`src/hdl/bpfa_pkg.sv`:
```
`timescale 1ns / 1ps
`default_nettype none
// ----------------------------------------------------------------------------
// bpfa_pkg
// Shared types and constants of the block pool allocator.
// ----------------------------------------------------------------------------
package bpfa_pkg;
    localparam int NUM_BLOCKS   = 16;
    localparam int NUM_PROGRAMS = 16;
    localparam int BLK_W   = $clog2(NUM_BLOCKS);
    localparam int PRG_W   = $clog2(NUM_PROGRAMS);
    localparam int HELD_DEPTH = NUM_BLOCKS * NUM_PROGRAMS;
    localparam int HADDR_W = $clog2(HELD_DEPTH);
    localparam int CNT_W   = $clog2(NUM_BLOCKS + 1);

    localparam logic [1:0] CMD_SETCAP  = 2'd0;
    localparam logic [1:0] CMD_ALLOC   = 2'd1;
    localparam logic [1:0] CMD_RELEASE = 2'd2;

    localparam logic [2:0] ST_FIT    = 3'd0;
    localparam logic [2:0] ST_FORCED = 3'd1;
    localparam logic [2:0] ST_NOMEM  = 3'd2;
    localparam logic [2:0] ST_ABSENT = 3'd3;
    localparam logic [2:0] ST_CAPSET = 3'd4;

    typedef enum logic [2:0] {
        OP_IDLE,
        OP_SCAN,
        OP_FIT,
        OP_FORCE,
        OP_REL,
        OP_CLEAR
    } op_t;

    typedef struct packed {
        op_t              op;
        logic [BLK_W-1:0] idx;
        logic             first;
    } dp_cmd_t;

    typedef struct packed {
        logic             found;
        logic             avail_ok;
        logic [BLK_W-1:0] pick;
        logic [BLK_W-1:0] first_used;
    } dp_stat_t;
endpackage
`default_nettype wire

```
`src/hdl/bpfa_ctrl.sv`:
```
`timescale 1ns / 1ps
`default_nettype none
// ----------------------------------------------------------------------------
// bpfa_ctrl
// Sequencer: clearing pass, command decode, block walks and result handoff.
// ----------------------------------------------------------------------------
module bpfa_ctrl import bpfa_pkg::*; (
    input  wire logic             aclk,
    input  wire logic             aresetn,
    input  wire logic             s_valid,
    output logic                  s_ready,
    input  wire logic [1:0]       s_cmd,
    input  wire logic [PRG_W-1:0] tag,
    input  wire logic             tag_ok,
    input  wire logic             force_req,
    input  wire logic [4:0]       blocks_in_use,
    output logic                  m_valid,
    input  wire logic             m_ready,
    output logic [2:0]            m_status,
    output logic [3:0]            m_granted_block,
    output dp_cmd_t               cmd,
    output logic [PRG_W-1:0]      clr_tag,
    output logic                  setcap_en,
    output logic                  busy,
    input  wire dp_stat_t         stat
);
    typedef enum logic [3:0] {
        S_CLEAR, S_IDLE, S_SCAN, S_DECIDE, S_FIT, S_FORCE, S_REL, S_DONE
    } state_t;

    state_t state_reg;
    logic [PRG_W-1:0] clr_tag_reg;
    logic [CNT_W:0]   cnt_reg;
    logic [CNT_W-1:0] n_act;
    logic             present_reg [NUM_PROGRAMS];
    logic             last_clr;
    logic             ocnt_full;

    assign n_act = (blocks_in_use > 5'(NUM_BLOCKS)) ? CNT_W'(NUM_BLOCKS)
                                                   : CNT_W'(blocks_in_use);
    assign s_ready   = state_reg == S_IDLE && !m_valid;
    assign busy      = state_reg != S_IDLE || m_valid;
    assign setcap_en = s_valid && s_ready && s_cmd == CMD_SETCAP;
    assign last_clr  = clr_tag_reg == PRG_W'(NUM_PROGRAMS - 1);
    assign ocnt_full = 1'b0;
    assign clr_tag   = clr_tag_reg;

    always_comb begin
        cmd.op    = OP_IDLE;
        cmd.idx   = BLK_W'(cnt_reg[CNT_W-1:0] - CNT_W'(1));
        cmd.first = cnt_reg == '0;
        case (state_reg)
            S_CLEAR: begin
                cmd.op    = OP_CLEAR;
                cmd.idx   = BLK_W'(cnt_reg);
                cmd.first = 1'b0;
            end
            S_SCAN:  cmd.op = OP_SCAN;
            S_FIT: begin
                cmd.op    = OP_FIT;
                cmd.idx   = stat.pick;
                cmd.first = cnt_reg == '0;
            end
            S_FORCE: cmd.op = OP_FORCE;
            S_REL:   cmd.op = OP_REL;
            default: cmd.op = OP_IDLE;
        endcase
    end

    always_ff @(posedge aclk) begin
        if (!aresetn) begin
            state_reg   <= S_CLEAR;
            cnt_reg     <= '0;
            clr_tag_reg <= '0;
            m_valid     <= 1'b0;
            m_status    <= ST_FIT;
            m_granted_block <= '0;
            for (int i = 0; i < NUM_PROGRAMS; i++) present_reg[i] <= 1'b0;
        end else begin
            if (m_valid && m_ready) m_valid <= 1'b0;
            case (state_reg)
                S_CLEAR: begin
                    if (cnt_reg == (CNT_W+1)'(NUM_BLOCKS - 1)) begin
                        cnt_reg     <= '0;
                        clr_tag_reg <= clr_tag_reg + PRG_W'(1);
                        if (last_clr || ocnt_full) state_reg <= S_IDLE;
                    end else begin
                        cnt_reg <= cnt_reg + (CNT_W+1)'(1);
                    end
                end
                S_IDLE: begin
                    cnt_reg <= '0;
                    if (s_valid && s_ready) begin
                        m_granted_block <= '0;
                        case (s_cmd)
                            CMD_SETCAP: begin
                                m_status <= ST_CAPSET;
                                state_reg <= S_DONE;
                            end
                            CMD_RELEASE: begin
                                if (!tag_ok || !present_reg[tag]) begin
                                    m_status  <= ST_ABSENT;
                                    state_reg <= S_DONE;
                                end else begin
                                    m_status  <= ST_FIT;
                                    present_reg[tag] <= 1'b0;
                                    state_reg <= S_REL;
                                end
                            end
                            CMD_ALLOC: begin
                                if (!tag_ok) begin
                                    m_status  <= ST_NOMEM;
                                    state_reg <= S_DONE;
                                end else begin
                                    state_reg <= S_SCAN;
                                end
                            end
                            default: begin
                                m_status  <= ST_ABSENT;
                                state_reg <= S_DONE;
                            end
                        endcase
                    end
                end
                S_SCAN, S_FORCE: begin
                    if (cnt_reg == (CNT_W+1)'(n_act)) begin
                        cnt_reg <= '0;
                        if (state_reg == S_SCAN) begin
                            state_reg <= S_DECIDE;
                        end else begin
                            m_status  <= ST_FORCED;
                            m_granted_block <= (cnt_reg == '0) ? 4'd0
                                                               : 4'(stat.first_used);
                            present_reg[tag] <= 1'b1;
                            state_reg <= S_DONE;
                        end
                    end else begin
                        cnt_reg <= cnt_reg + (CNT_W+1)'(1);
                    end
                end
                S_DECIDE: begin
                    cnt_reg <= '0;
                    if (stat.found) begin
                        state_reg <= S_FIT;
                    end else if (force_req && stat.avail_ok) begin
                        state_reg <= S_FORCE;
                    end else begin
                        m_status  <= ST_NOMEM;
                        state_reg <= S_DONE;
                    end
                end
                S_FIT: begin
                    if (cnt_reg == (CNT_W+1)'(2)) begin
                        m_status  <= ST_FIT;
                        m_granted_block <= 4'(stat.pick);
                        present_reg[tag] <= 1'b1;
                        state_reg <= S_DONE;
                    end else begin
                        cnt_reg <= cnt_reg + (CNT_W+1)'(1);
                    end
                end
                S_REL: begin
                    if (cnt_reg == (CNT_W+1)'(NUM_BLOCKS)) begin
                        state_reg <= S_DONE;
                    end else begin
                        cnt_reg <= cnt_reg + (CNT_W+1)'(1);
                    end
                end
                S_DONE: begin
                    m_valid   <= 1'b1;
                    state_reg <= S_IDLE;
                end
                default: state_reg <= S_IDLE;
            endcase
        end
    end
endmodule
`default_nettype wire

```
`config.mk`:
```
export PLATFORM = sky130hd
export DESIGN_NAME = bpfa_ctrl
export DESIGN_NICKNAME = d
export VERILOG_FILES = /design/src/hdl/bpfa_pkg.sv /design/src/hdl/bpfa_ctrl.sv
export SDC_FILE = /design/constraint.sdc
export NUM_CORES = 1
export LEC_CHECK = 0
export BUFFER_PORTS_ARGS = -buffer_cell sky130_fd_sc_hd__buf_2
export CORE_MARGIN = 2
export CORE_UTILIZATION = 30
export DETAILED_ROUTE_END_ITERATION = 8
export PLACE_DENSITY_LB_ADDON = 0.1
export SLEW_MARGIN = 25
export SYNTH_ARGS = -nofsm -noshare
export SYNTH_HDL_FRONTEND = slang
export SYNTH_SLANG_ARGS = --single-unit
```
`constraint.sdc`:
```
create_clock -name aclk -period 5.43 [get_ports aclk]
set_input_delay 1.629 -clock aclk [delete_from_list [all_inputs] [get_ports aclk]]
set_output_delay 1.629 -clock aclk [all_outputs]
set_load 0.01 [all_outputs]
```
==> results of run 1 <==
## kinds of logic after synthesis
| logic type | synth area share (%) |
|---|---|
| buffers and inverters | 6.97 |
| AND/OR/NAND/NOR | 24.3 |
| AO/OA/AOI/OAI | 30.1 |
| multiplexers | 4.17 |
| flip-flops | 28.1 |
| adder cells (fa/ha/maj) | 4.74 |
| XOR/XNOR | 1.66 |
## worst min-delay path by stage
stage	endpoint	slack (ps)	cells past startpoint	from
4_1_cts	present_reg[11]	490	2	present_reg[11]
6_report	present_reg[11]	480	2	present_reg[11]
2_1_floorplan	present_reg[11]	450	2	present_reg[11]
5_1_grt	present_reg[5]	510	2	present_reg[5]
3_5_place_dp	present_reg[11]	480	2	present_reg[11]
3_3_place_gp	present_reg[11]	470	2	present_reg[11]
## cell type report
cell class                      count  area, um^2  area share, %
Clock buffer                        7        96.3           3.21
Tap cell                          108         135           4.50
Multi-Input combinational cell    248        1710           57.0
Timing Repair Buffer               50         253           8.42
Clock inverter                      1        5.00          0.167
Inverter                           16        60.1           2.00
Sequential cell                    37         741           24.7
## worst register-to-register path, cell delays in order, from the launching register on
cell,delay (ps)
dfxtp_1,580
nor2_4,120
and4_1,230
o21ai_1,400
nor3_2,100
o211ai_2,730
o31ai_1,160
## per-layer routing
metal | vias to the layer above | global-route usage [%]
met2 | 57 | 26.3
li1 | 1312 | -
met5 | - | 0
met3 | 6 | 3.29
met1 | 1220 | 21.2
met4 | 0 | 4.17
## through the flow
| step | worst slack [ps] | utilization, % | total power [W] | instance area [um^2] |
|---|---|---|---|---|
| 2_1_floorplan | 1760 | - | 0.000425 | 2640 |
| 3_3_place_gp | 1560 | 33.6 | 0.000478 | 2900 |
| 3_5_place_dp | 1530 | 33.6 | 0.000479 | 2900 |
| 4_1_cts | 1500 | 34.8 | 0.000701 | 3000 |
| 5_1_grt | 1240 | 34.8 | 0.000736 | 3000 |
| 6_report | 1510 | 34.8 | 0.000690 | 3000 |
## layout by cell type, fill, tap and decap left out, types with 11 or more instances in the layout
master   synthesis  final
nor2_1          26     26
nor3_1          15     15
o31ai_1         17     17
nand2_1         19     19
a21oi_1         19     19
buf_2            6     49
inv_1           11     11
dfxtp_1         37     37
nand3_1         12     12
## where the power goes
part,internal (W),switching (W),total [W]
sequential,0.000287,0.0000210,0.000308
clock,0.000115,0.000103,0.000218
combinational,0.0000621,0.000102,0.000164
==> reports/metrics.yaml, run 1 <==
diodes: 0
drtIter0Drc: 145
final.min_clock_period_ps: 3920
row_count: 34
timing.critical_path.max_delay_family: "flip-flops"
p_leak_nw: 1.15
core_area_mm2: 0.00864
critical_path_class: "flip-flop to output port"
slowest_delay_ps: 800
post_cts_buffers: 0
htree_levels: 2
port_buffers: 49
cp-endpoint: "cmd[4]"
area_delta_synth_final_pct: 13.9
synth_nets: 359
synth_common_cells: "dfxtp_1, nor2_1, a21oi_1, nand2_1, o31ai_1"
ant_nets: 0
fin_nets: 395
wl_met2_mm: 3.58
outcome: "finished clean"
ys_types: 61
grt_use_total_pct: 15.9
nFillCells: 939
die_x_um: 97.8
synth_area_leader_cell: "dfxtp_1"
root_buffer: "clkbuf_8"
initial_core_util_pct: 30.5
met3WireLength_um: 292
grt_pass1_vias: 2488
detail_route.wirelength_mm: 7.45
synth_top_area_share_pct: 28.1
async_flop_share_pct: 0
hold_buffers: 0
path_clk_slew_ps: 80
rsz0062_at_grt: "false"
drc: 0
power.density_mw_per_mm2: 230
netlist_instances: 322
slew_headroom_pct: 41.0
grt_max_degree: 26
startpoint_type: "flip-flop"
synth_seq_area_share_pct: 28.1
timing.rr.end: "present_reg[0]"
critPathLaunch: "state_reg[1]"
gp_congestion: 0.821
clock_latency_ps: 290
firstDrtPassIters: 4
ir_worst_vdd_v: 0.0000876
end_kind: "output port"
io_pins: 50
cp_num_cells: 6
syn_area_per_cell_um2: 8.19
cts_tree: "done"
cts-buffers-inserted: 5
r2r_slack_ps: 2970
hold_class: "flip-flop to flip-flop"
critPathArrivalTime_ps: 2290
grt_pass1_wl_mm: 12.6
yosysWarnings: 0
cp_slowest_cell: "dfxtp_1"
cpMostUsedCell: "nor2_1"
vias_per_cell: 5.56
slew_viol_final: 0
path_buf_inv: 1
reg2reg_depth: 6
final-setup-viol-count: 0
route.detailed.wl_per_inst_um: 16.0
finalCritPeriodShare_pct: 72.1
cts_resized: 0
dieArea_mm2: 0.00956
crit_path_max_fanout: 23
syn_area_mm2: 0.00264
ys.flop_type: "dfxtp_1"
grt-ovfl-total: 0
fmax_mhz: 255
ys_ff_latch: 37
cts_sinks: 37
hold_viol_final: 0
worst_hold_slack_ps: 484
r2r-start: "cnt_reg[2]"
vias: 2595
layout-drive-gt1-share_pct: 22.3
wl_met1_mm: 3.52
path_cells: "or2_1 > nor2_1 > o21ba_2 > nor2_1 > a311oi_1 > buf_2"
yosysMostFrequentCell: "dfxtp_1"
highest_layer: "met4"
worst_slew_pin_slew_ps: 883
synth-edff-count: 0
yosys-top-cells-area: "dfxtp_1, o31ai_1, ha_1, nor2_1, a21oi_1"
final_cells: 467
crit_required_ps: 3800
grt_antenna_before_repair: 0
die_height_um: 97.8
placed_cells: 459
fin_tns_setup_ps: 0
clockBufferDepth: 2
cap_violations: 0
largest_reg_flops: 16
dp_hpwl_mm: 5.48
finClkSkew_ps: 8.65
Note: power is estimated with default switching activity, not from simulation.
==> run 2, diff against run 1 <==
--- a/config.mk
+++ b/config.mk
@@ -5,6 +5,7 @@
 export SDC_FILE = /design/constraint.sdc
 export NUM_CORES = 1
 export LEC_CHECK = 0
+export ABC_AREA = 1
 export BUFFER_PORTS_ARGS = -buffer_cell sky130_fd_sc_hd__buf_2
 export CORE_MARGIN = 2
 export CORE_UTILIZATION = 30
==> constraint.sdc (replaced) <==
create_clock -name aclk -period 3.9 [get_ports aclk]
set_input_delay 1.17 -clock aclk [delete_from_list [all_inputs] [get_ports aclk]]
set_output_delay 1.17 -clock aclk [all_outputs]
set_load 0.01 [all_outputs]
==> reports/metrics.yaml, run 2 <==
yosysWarnings: 0
synth_area_leader_cell: "dfxtp_1"
outcome: "finished clean"
ys.flop_type: "dfxtp_1"
root_buffer: "clkbuf_8"
path_buf_inv: 4
cts_tree: "done"
synth_nets: 498
core_area_mm2: 0.00915
slew_headroom_pct: 70.4
synth-edff-count: 0
final_cell_mix: "nand2_1, inv_1, buf_2"
critPathLaunch: "s_cmd[0]"
timing.critical_path.max_delay_family: "buffers and inverters"
placed_cells: 616
cap_violations: 0
grt_pass1_wl_mm: 12.6
fmax_mhz: 342
port_buffers: 49
hold_class: "flip-flop to flip-flop"
vias_per_cell: 4.58
clockBufferDepth: 2
cts_resized: 0
synth_common_cells: "nand2_1, inv_1, nor2_1, dfxtp_1, nand3_1"
grtUsageMet3_pct: 2.72
final_cells: 624
worst_hold_slack_ps: 459
ir_worst_vdd_v: 0.000149
holdPathStages: 2
grt-busiest-layer: "met2"
placed_area_mm2: 0.00314
dp_hpwl_mm: 5.76
critical_path_class: "primary input to output port"
hold_viol_final: 0
crit_required_ps: 2730
firstDrtPassIters: 4
syn_area_per_cell_um2: 6.05
synth_seq_area_share_pct: 26.5
cp_slowest_cell: "ha_1"
ant_nets: 0
grt-ovfl-total: 0
yosys-top-cells-area: "dfxtp_1, nand2_1, inv_1, nor2_1, nand3_1"
reg2reg_depth: 11
row_count: 35
netlist_instances: 461
diodes: 0
final-setup-viol-count: 0
critPathArrivalTime_ps: 1760
synth_top_area_share_pct: 26.5
rsz0062_at_grt: "false"
end_kind: "output port"
final.min_clock_period_ps: 2930
grt_max_degree: 26
drtIter0Drc: 116
largest_reg_flops: 16
area_delta_synth_final_pct: 15.7
finClkSkew_ps: 4.59
slowest_delay_ps: 140
vias: 2859
syn_area_mm2: 0.00279
htree_levels: 2
die_height_um: 100
cp_num_cells: 6
io_pins: 50
final_common_cell: "nand2_1"
grt_use_total_pct: 15.6
die_x_um: 100
gp_congestion: 0.814
fin_tns_setup_ps: 0
grt_pass1_vias: 2655
finalCritPeriodShare_pct: 75.0
hold_path.startpoint: "m_granted_block[2]"
slew_viol_final: 0
route.detailed.wl_per_inst_um: 12.2
hold_buffers: 0
layout-drive-gt1-share_pct: 19.7
drc: 0
cts_sinks: 37
gr-usage-met1_pct: 22.4
cts-buffers-inserted: 5
fin_nets: 549
startpoint_type: "primary input"
power.density_mw_per_mm2: 500
async_flop_share_pct: 0
ys_ff_latch: 37
path_cells: "buf_2 > inv_1 > ha_1 > inv_1 > nor2_1 > buf_2"
path_clk_slew_ps: 80
clock_latency_ps: 290
p_leak_nw: 1.73
crit_path_max_fanout: 3
ys_types: 35
grtUsageMet2_pct: 23.6
detail_route.wirelength_mm: 7.61
nFillCells: 1070
post_cts_buffers: 0
initial_core_util_pct: 30.5
r2r-start: "state_reg[0]"
grt_antenna_before_repair: 0
yosysMostFrequentCell: "nand2_1"
dieArea_mm2: 0.0101
worst_slew_pin_slew_ps: 443
final_area_mm2: 0.00323
run 2: cell type report:
cell class              count  area [um^2]  share of cell area [%]
clock buffers               5         68.8                    2.13
clock inverters             3         22.5                   0.698
inverters                  72          273                    8.45
multi-input cells         343         1710                    52.9
flip-flops and latches     37          741                    23.0
well taps                 111          139                    4.30
repair buffers             53          275                    8.53
run 2: where the power goes:
group          leakage, nW  switching, W  internal [W]
Sequential           0.300     0.0000521      0.000417
Combinational         1.39      0.000569      0.000296
Clock               0.0364      0.000153      0.000126
run 2: kinds of logic (layout without fill, tap and decap cells):
logic type                 Yosys count  after routing  synth area share (%)
adders and majority gates           10             10                  4.48
xor gates and xnor gates             6              6                  1.88
AOI/OAI and AO/OA                   48             48                  9.46
DFF                                 37             37                  26.5
buffers and inverters               81            133                  12.2
and+or+nand+nor                    279            279                  45.4
run 2: worst paths after layout:
path | end | slack (ps)
worst max-delay path | setcap_en | 970
worst max register to register | m_granted_block[3] | 2000
worst min-delay path | m_granted_block[2] | 460
worst min register to register | m_granted_block[2] | 460
run 2: worst register-to-register path: stages, from the launching register on:
cell,delay (ps)
dfxtp_1,600
inv_2,140
nor2_2,140
nand2_2,90
nor2_4,110
nand2_2,80
nand2_1,110
nand2_2,70
inv_4,120
nand3_1,170
nand2_1,110
a21oi_1,60
run 2: per-layer routing:
layer,wire (um),part of all wire [%]
met3,248,3.3
met4,69,0.91
met1,3880,51
met2,3420,45
met5,0,0
run 2: through the flow:
step | power, W | utilization (%) | setup WS [ps]
after floorplan | 0.00111 | - | 1160
after global placement | 0.00135 | 34.3 | 975
after detailed placement | 0.00135 | 34.3 | 959
after CTS | 0.00164 | 35.3 | 963
after global routing | 0.00177 | 35.3 | 927
final | 0.00161 | 35.3 | 975
==> run 3, diff against run 2 <==
==> constraint.sdc (replaced) <==
create_clock -name aclk -period 2.7 [get_ports aclk]
set_input_delay 0.81 -clock aclk [delete_from_list [all_inputs] [get_ports aclk]]
set_output_delay 0.81 -clock aclk [all_outputs]
set_load 0.01 [all_outputs]
==> reports/metrics.yaml, run 3 (same netlist as run 2, synthesis figures left out) <==
io_pins: 50
vias: 2869
fin_tns_setup_ps: 0
r2r_slack_ps: 790
htree_levels: 2
holdPathStages: 2
r2r-start: "state_reg[0]"
grt_pass1_vias: 2662
final_cell_mix: "nand2_1, inv_1, buf_2"
crit_required_ps: 1890
cts_resized: 0
timing.rr.end: "m_status[0]"
cts_sinks: 37
final_common_cell: "nand2_1"
hold_path.startpoint: "m_granted_block[2]"
largest_reg_flops: 16
critPathArrivalTime_ps: 1710
outcome: "finished clean"
cts_tree: "done"
final-setup-viol-count: 0
finalCritPeriodShare_pct: 93.3
diodes: 0
slowest_delay_ps: 610
critical_path_class: "flip-flop to output port"
finClkSkew_ps: 9.44
route.detailed.wl_per_inst_um: 12.5
final_area_mm2: 0.00322
vias_per_cell: 4.60
grt-ovfl-total: 0
hold_class: "flip-flop to flip-flop"
gp_congestion: 0.852
initial_core_util_pct: 30.5
slew_viol_final: 0
p_leak_nw: 1.74
crit_path_max_fanout: 9
grt_antenna_before_repair: 0
slew_headroom_pct: 69.5
post_cts_buffers: 0
dp_hpwl_mm: 5.94
ant_nets: 0
firstDrtPassIters: 4
die_height_um: 100
path_clk_slew_ps: 80
hold_buffers: 0
hold_end: "m_granted_block[2]"
root_buffer: "clkbuf_8"
power.density_mw_per_mm2: 723
hold_viol_final: 0
path_cells: "inv_2 > nor2_2 > nand2_2 > nor2_4 > nand2_2 > nor2_1 > buf_2"
final.min_clock_period_ps: 2520
clockBufferDepth: 2
cp_slowest_cell: "dfxtp_1"
grt_use_total_pct: 16.1
end_kind: "output port"
rsz0062_at_grt: "false"
drtIter0Drc: 141
placed_area_mm2: 0.00314
grt_pass1_wl_mm: 13.0
port_buffers: 49
clock_latency_ps: 300
layout-drive-gt1-share_pct: 19.7
nFillCells: 1055
grt_max_degree: 17
fin_nets: 549
dieArea_mm2: 0.0101
worst_slew_pin_slew_ps: 457
startpoint_type: "flip-flop"
row_count: 35
fmax_mhz: 397
die_x_um: 100
cts-buffers-inserted: 5
cap_violations: 0
detail_route.wirelength_mm: 7.77
cpMostUsedCell: "nand2_2"
reg2reg_depth: 12
ir_worst_vdd_v: 0.000206
area_delta_synth_final_pct: 15.5
core_area_mm2: 0.00915
drc: 0
run 3: cell types whose count changed in the layout (fill, tap and decap cells not counted), sizes merged:
cell and delta:
clkinv +2, clkinvlp -2
run 3: worst max path at each step:
stage	start	to	slack [ps]	depth (start not counted)
after global placement	tag[2]	present_reg[0]	480	13
final	state_reg[0]	setcap_en	180	7
after CTS	state_reg[0]	setcap_en	160	7
after global routing	state_reg[0]	cmd[3]	40	6
after floorplan	s_cmd[0]	setcap_en	680	4
after detailed placement	tag[2]	present_reg[12]	440	13
run 3: worst max-delay path: cells and delay by family, from the launching register on:
family / cells / cell delay (ps)
buffers and inverters: 2 / 280
flip-flops: 1 / 610
AND/OR/NAND/NOR: 5 / 510
run 3: area by class of cell:
type	instances	area [um^2]	area share (%)
Clock inverter	3	17.5	0.544
Timing Repair Buffer	53	275	8.54
Tap cell	111	139	4.31
Inverter	72	273	8.47
Multi-Input combinational cell	343	1710	53.0
Clock buffer	5	68.8	2.14
Sequential cell	37	741	23.0
run 3: metrics by stage:
step	total power (W)	std cells	utilization, %	setup slack [ps]	hold slack, ps
2_1_floorplan	0.00161	461	-	675	484
3_5_place_dp	0.00194	616	34.3	437	452
4_1_cts	0.00235	624	35.2	161	462
3_3_place_gp	0.00195	616	34.3	477	448
6_report	0.00233	624	35.2	181	458
5_1_grt	0.00256	624	35.2	44.4	485
run 3: report_power, final:
group	leakage (nW)	switching [W]	internal [W]
sequential	0.300	0.0000747	0.000603
combinational	1.39	0.000822	0.000429
clock	0.0439	0.000221	0.000179
run 3: layer usage:
layer,wire [um],up-vias,GRT usage [%]
met1,3850,1264,22.4
met2,3500,68,25.6
li1,-,1530,-
met5,0,-,0
met3,335,7,2.51
met4,87,0,4.64
